`src/rtl/nfr_pkg.sv`:
```
package nfr_pkg;

  localparam int unsigned STORE_BYTES_DEF = 65536;
  localparam int unsigned PAGE_BYTES = 512;
  localparam int unsigned PW = $clog2(PAGE_BYTES);
  localparam int unsigned QDEPTH = 2;

  localparam logic [2:0] BUS_CMD  = 3'd0;
  localparam logic [2:0] BUS_ADDR = 3'd1;
  localparam logic [2:0] BUS_DRD  = 3'd2;
  localparam logic [2:0] BUS_DWR  = 3'd3;
  localparam logic [2:0] BUS_CCLR = 3'd4;
  localparam logic [2:0] BUS_CRD  = 3'd5;

  localparam logic [7:0] OP_READ          = 8'h00;
  localparam logic [7:0] OP_ERASE_SETUP   = 8'h60;
  localparam logic [7:0] OP_ERASE_CONFIRM = 8'hD0;
  localparam logic [7:0] OP_WRITE_SETUP   = 8'h80;
  localparam logic [7:0] OP_WRITE_CONFIRM = 8'h10;

  localparam logic [15:0] DONE_BITS = 16'h8080;
  localparam logic [7:0]  ERASED    = 8'hFF;

  typedef enum logic [2:0] {
    K_CMD, K_ADDR, K_DRD, K_DWR, K_CCLR, K_CRD, K_NOP
  } kind_e;

  typedef struct packed {
    kind_e       kind;
    logic        wide;
    logic [15:0] value;
  } item_t;

  typedef struct packed {
    logic  valid;
    item_t item;
  } head_t;

  typedef struct packed {
    logic pop;
    logic ready;
  } back_ctl_t;

  typedef enum logic [2:0] {
    ST_INIT, ST_IDLE, ST_MOD, ST_SWEEP, ST_RD_LO, ST_RD_HI, ST_WR_LO
  } state_e;

  typedef enum logic [1:0] {
    SW_CLEAR, SW_FILL, SW_IN, SW_OUT
  } sweep_e;

endpackage

```
`src/rtl/nfr_front.sv`:
```
module nfr_front (
  input  logic               clk_i,
  input  logic               rst_ni,
  input  logic               start_i,
  input  logic [2:0]         command_i,
  input  logic               wide_i,
  input  logic [15:0]        value_i,
  output logic               busy_o,
  input  nfr_pkg::back_ctl_t ctl_i,
  output nfr_pkg::head_t     head_o
);
  import nfr_pkg::*;

  localparam int unsigned QPW = $clog2(QDEPTH);
  localparam int unsigned CW  = $clog2(QDEPTH + 1);

  item_t          q_q [QDEPTH];
  logic [QPW-1:0] wr_q, wr_d, rd_q, rd_d;
  logic [CW-1:0]  cnt_q, cnt_d;
  kind_e          kind;
  logic           full, push;

  // sort bus accesses into request kinds
  always_comb begin
    unique case (command_i)
      BUS_CMD:  kind = K_CMD;
      BUS_ADDR: kind = K_ADDR;
      BUS_DRD:  kind = K_DRD;
      BUS_DWR:  kind = K_DWR;
      BUS_CCLR: kind = K_CCLR;
      BUS_CRD:  kind = K_CRD;
      default:  kind = K_NOP;
    endcase
  end

  assign full   = (cnt_q == CW'(QDEPTH));
  assign busy_o = !ctl_i.ready || full;
  assign push   = start_i && !busy_o;

  always_comb begin
    wr_d  = wr_q;
    rd_d  = rd_q;
    cnt_d = cnt_q;
    if (push) begin
      wr_d = (wr_q == QPW'(QDEPTH - 1)) ? '0 : wr_q + 1'b1;
    end
    if (ctl_i.pop) begin
      rd_d = (rd_q == QPW'(QDEPTH - 1)) ? '0 : rd_q + 1'b1;
    end
    unique case ({push, ctl_i.pop})
      2'b10:   cnt_d = cnt_q + 1'b1;
      2'b01:   cnt_d = cnt_q - 1'b1;
      default: cnt_d = cnt_q;
    endcase
  end

  always_ff @(posedge clk_i or negedge rst_ni) begin
    if (!rst_ni) begin
      wr_q  <= '0;
      rd_q  <= '0;
      cnt_q <= '0;
    end else begin
      wr_q  <= wr_d;
      rd_q  <= rd_d;
      cnt_q <= cnt_d;
    end
  end

  always_ff @(posedge clk_i) begin
    if (push) begin
      q_q[wr_q] <= '{kind: kind, wide: wide_i, value: value_i};
    end
  end

  assign head_o.valid = (cnt_q != '0);
  assign head_o.item  = q_q[rd_q];

endmodule

```
`config.mk`:
```
export PLATFORM = sky130hd
export DESIGN_NAME = nfr_front
export DESIGN_NICKNAME = d
export VERILOG_FILES = /design/src/rtl/nfr_pkg.sv /design/src/rtl/nfr_front.sv
export SDC_FILE = /design/constraint.sdc
export NUM_CORES = 1
export LEC_CHECK = 0
export BUFFER_PORTS_ARGS = -buffer_cell sky130_fd_sc_hd__buf_4
export CAP_MARGIN = 20
export CORE_ASPECT_RATIO = 0.9
export CORE_MARGIN = 2
export CORE_UTILIZATION = 50
export DETAILED_ROUTE_END_ITERATION = 12
export PLACE_DENSITY = 0.8
export SLEW_MARGIN = 20
export SYNTH_ARGS = -nofsm -noshare
export SYNTH_HDL_FRONTEND = slang
export SYNTH_SLANG_ARGS = --single-unit
```
`constraint.sdc`:
```
create_clock -name clk_i -period 3.03 [get_ports clk_i]
set_clock_uncertainty 0.2 [all_clocks]
set_input_delay 0.4545 -clock clk_i [delete_from_list [all_inputs] [get_ports clk_i]]
set_output_delay 0.4545 -clock clk_i [all_outputs]
set_load 0.005 [all_outputs]
```
# Word level (Yosys, flattened, before mapping)
# Memory sizes are Yosys's and may differ from the RTL's.
# Index checks and enable logic that the tools add are counted.
# totals
mem_bits_rw,40
word_cells,29
ff_bits,4
out_inout_bits,22
input_bits,25
n_memories,1
# classes
add_sub_neg,4
muxes,6
n_eq_ne,8
n_reduce_logical,7
# mem_list
name,depth,width,read_ports,rd_ports_with_merged_regs,write_ports,line,rtl
q_q,2,20,1,0,1,nfr_front.sv:17,item_t q_q [QDEPTH];
# op_table
op,count
3-bit case mux with 6 select lines,1
3-bit by 2-bit equality test with 1-bit output (second input constant),2
3-bit equality test (second input constant),2
2-bit equality test (second input constant),2
1-bit two-way mux,4
2-bit case mux with 2 select lines,1
2-bit nonzero test,2
3-bit by 1-bit equality test with 1-bit output (second input constant),1
3-bit zero test,1
1-bit adder (second input constant),2
2-bit by 1-bit adder with 2-bit output (second input constant),1
2-bit by 1-bit equality test with 1-bit output (second input constant),1
1-bit zero test,2
2-bit by 1-bit subtractor with 2-bit output (second input constant),1
1-bit logical AND,1
1-bit logical OR,1

# Depth between registers and ports, before layout
# depth
depth_word,6
ltp_mapped,6
depth_no_buf,6

# Least setup slack after synthesis
# Ideal clock, no wire load.
# synth_timing
path_type,register to register
from,register cnt_q[0]
to,"memory q_q[1][0] (netlist name), enable pin"
setup_ns,0.397
t_arrival_ns,1.504
setup_slack_ns,0.929
n_path_buf,0
stages_incl_launch_ff,4
period_less_slack_ns,2.101
required_ns,2.433
cell_sequence,dfrtp_1 -> nand2b_2 -> nand3_2 -> nor2_1
# synth_between
elab_chain_len,6
# synth_rtl
item,line,rtl
"start, declared",nfr_front.sv:19,"logic [CW-1:0] cnt_q, cnt_d;"
"start signal, assigned",nfr_front.sv:65,cnt_q <= cnt_d;
2-bit equality test,nfr_front.sv:36,assign full = (cnt_q == CW'(QDEPTH));
1-bit logical OR,nfr_front.sv:37,assign busy_o = !ctl_i.ready || full;
1-bit zero test,nfr_front.sv:38,assign push = start_i && !busy_o;
1-bit logical AND,nfr_front.sv:38,
1-bit two-way mux,nfr_front.sv:70,if (push) begin
1-bit two-way mux (implied by the code),nfr_front.sv:71,"q_q[wr_q] <= '{kind: kind, wide: wide_i, value: value_i};"
"end, declared",nfr_front.sv:17,
# Every way passes these cells.

==> key figures <==
Run status
  – Status: finished clean

Global routing
  – Total track usage: 15.77%
  – GR Util met1: 17.86%
  – Busiest grt layer: met2
  – First-pass GRT wire length: 4.167 mm
  – GRT Residual Overflow: 0
  – Vias in the first global route: 921
  – Largest net degree at the start of global routing: 15
  – Initial antenna violation count: 0
  – Met2 layer usage reported by global route: 26.51%
  – Global Route met3 Usage: 5.354%

Cells and area
  – Most frequent cells in the layout: buf_4 (49), edfxtp_1 (40), mux2_1 (20)
  – Antenna diode count: 0
  – Synth-to-layout area growth: 31.05%
  – # fillers: 221
  – Multi-input logic area: 334.1 um2
  – Share of layout cells above drive strength 1: 44.53%
  – Final net count: 162
  – Register Area: 0.001301 mm2
  – Commonest non-fill, non-tap cell in the layout: buf_4

Synthesis
  – Compound-Gate Fraction of Synth Area: 0.4511%
  – Synth Area in XOR/XNOR: 2.632%
  – Post-synthesis mux area share: 13.53%
  – Synth Warn #: 0
  – Mapped Avg Cell Area: 20.05 um2
  – Top cells by area, synth: edfxtp_1 (72%), mux2_1 (14%), dfrtp_1 (6.0%)
  – Syn Std Cell Area: 0.001664 mm2
  – Post-Synth Simple-Gate Area: 2.406%
  – Adder-cell share of the synthesized area: 0.7519%
  – Mapped Cells: 83
  – Sequential share of the synthesized area: 78.20%
  – Synth cell types: 15
  – Area leader, netlist: edfxtp_1
  – Synth Net Count: 109
  – Share of the synthesized area in the top cell type: 72.18%
  – Main combinational cell family by area after synthesis: multiplexers
  – Synth Register Bits: 44

Critical path
  – CP Data Required Time: 2.38 ns
  – CP Capture Type: output pin
  – Startpoint class of the critical path: flop
  – Crit path max fanout: 14
  – Critical path type: reg -> out
  – WP data arrival: 1.64 ns

Place
  – Routability cong.: 0.6097
  – HPWL after DPL: 1.862 mm
  – PortBufs: 46

Power and ir drop
  – Lkg Pwr: 0.0008347 uW
  – Final total power: 1724 uW
  – Maximum VDD drop: 532.2 uV
  – PD cells: 790.6 mW/mm2

Die
  – Ports: 47
  – Die width: 64.81 um
  – Core area: 0.003114 mm2
  – Initial core utilization: 53.44%
  – Die area: 0.003806 mm2
  – Row count: 19
  – Die Ht: 58.73 um

CTS
  – TritonCTS clock tree: yes
  – CTS clk-pin slew, worst paths: 0.08 ns
  – Clk sink count: 44
  – CTS Buffer Depth: 2
  – # resized after CTS: 0
  – Root Buffer: clkbuf_8
  – Clk_lat worst skew: 0.29 ns
  – CTS Buf Count: 5
  – H-Tree Level Count: 2

STA
  – Setup tns final: 0 ns
  – RSZ-0062 raised after global routing: no
  – Hold Fails Final Rpt: 0
  – Crit share post-route: 75.65%
  – Final Slew Violations: 0
  – Final setup viols: 0
  – Least-Margin Pin Slew: 0.6212 ns
  – Fmax: 0.4363 GHz
  – Final min period: 2.292 ns
  – Slew HR: 58.54%

Drt
  – Initial drt markers: 31
  – Routed wire length: 2.720 mm
  – Drt via density: 4.955
  – Vias: 887
  – WL per Instance: 15.20 um
  – Antenna Nets Post-Route: 0
  – 1st-pass router iterations: 4
  – # DRC: 0

Min path
  – Min-delay worst type: in -> reg

Flow run
  – Max-cap viol count: 0
synth_stat cells (all sizes together):
library cell	count
nor2	3
dfrtp	4
xor2	2
nand3	1
or2	1
mux2	20
nand2b	1
buf	2
a21boi	1
inv	1
xnor2	3
clkbuf	2
nand2	1
edfxtp	40
ha	1
critical path, cell delays in order (launching register included):
cell	delay, ns
dfrtp_1	0.53
buf_4	0.30
mux2_1	0.37
buf_4	0.14
path summary, 6_finish.rpt:
check,from,slack (ns),cells after the start,endpoint
worst max-delay path,rd_q,0.74,3,head_o[18]
worst min-delay path,value_i[9],0.14,1,q_q[0][9]
worst max register to register,cnt_q[0],1.01,4,q_q[1][12]
worst min register to register,cnt_q[1],0.31,1,cnt_q[1]
max in group asynchronous,rst_ni,2.22,2,rd_q
min in group asynchronous,rst_ni,0.31,2,cnt_q[0]
kinds of logic after synthesis:
group           Yosys count
flops                    44
simple gates              7
mux                      20
fa+ha+maj                 1
buf+inv                   5
xor+xnor                  5
compound gates            1
layout make-up:
class	count	area share, %
Sequential cell	44	59.67
Timing Repair Buffer	50	17.33
Multi-Input combinational cell	34	15.32
Clock buffer	5	3.155
Tap cell	42	2.410
Clock inverter	3	1.951
Inverter	1	0.1721
per-stage QoR:
step                instance area [um2]  instances  util [%]  setup slack (ns)  hold WS, ns
global placement                   2059        170     66.13             1.045      0.05362
global route                       2181        179     70.03            0.6388       0.1239
detailed placement                 2059        170     66.13            0.9973      0.05777
finish                             2181        179     70.03            0.7378       0.1415
CTS                                2181        179     70.03            0.6900       0.1313
floorplan                          1664         83         -            0.9292     -0.04109
where the power goes:
part	total (uW)	switching [uW]	internal, uW
clock	433	189	244
sequential	821	55.2	766
combinational	470	196	274
total	1720	441	1280
metal layers:
| layer | wire, um | part of all wire [%] |
|---|---|---|
| met4 | 45 | 1.7 |
| met1 | 1099 | 40 |
| met2 | 1376 | 51 |
| met3 | 198 | 7.3 |
| met5 | 0 | 0 |
repair_timing:
action / 4_1_cts / 5_1_grt
endpoints found under the hold margin: 4 / 0
buffers inserted: 0 / 0
hold buffers: 1 / 0
flip-flops by register name, indices dropped and copies added, names as in the netlist:
signal,count
cnt_q,2
q_q,40
rd_q,1
wr_q,1
Note: power is estimated with default switching activity, not from simulation.
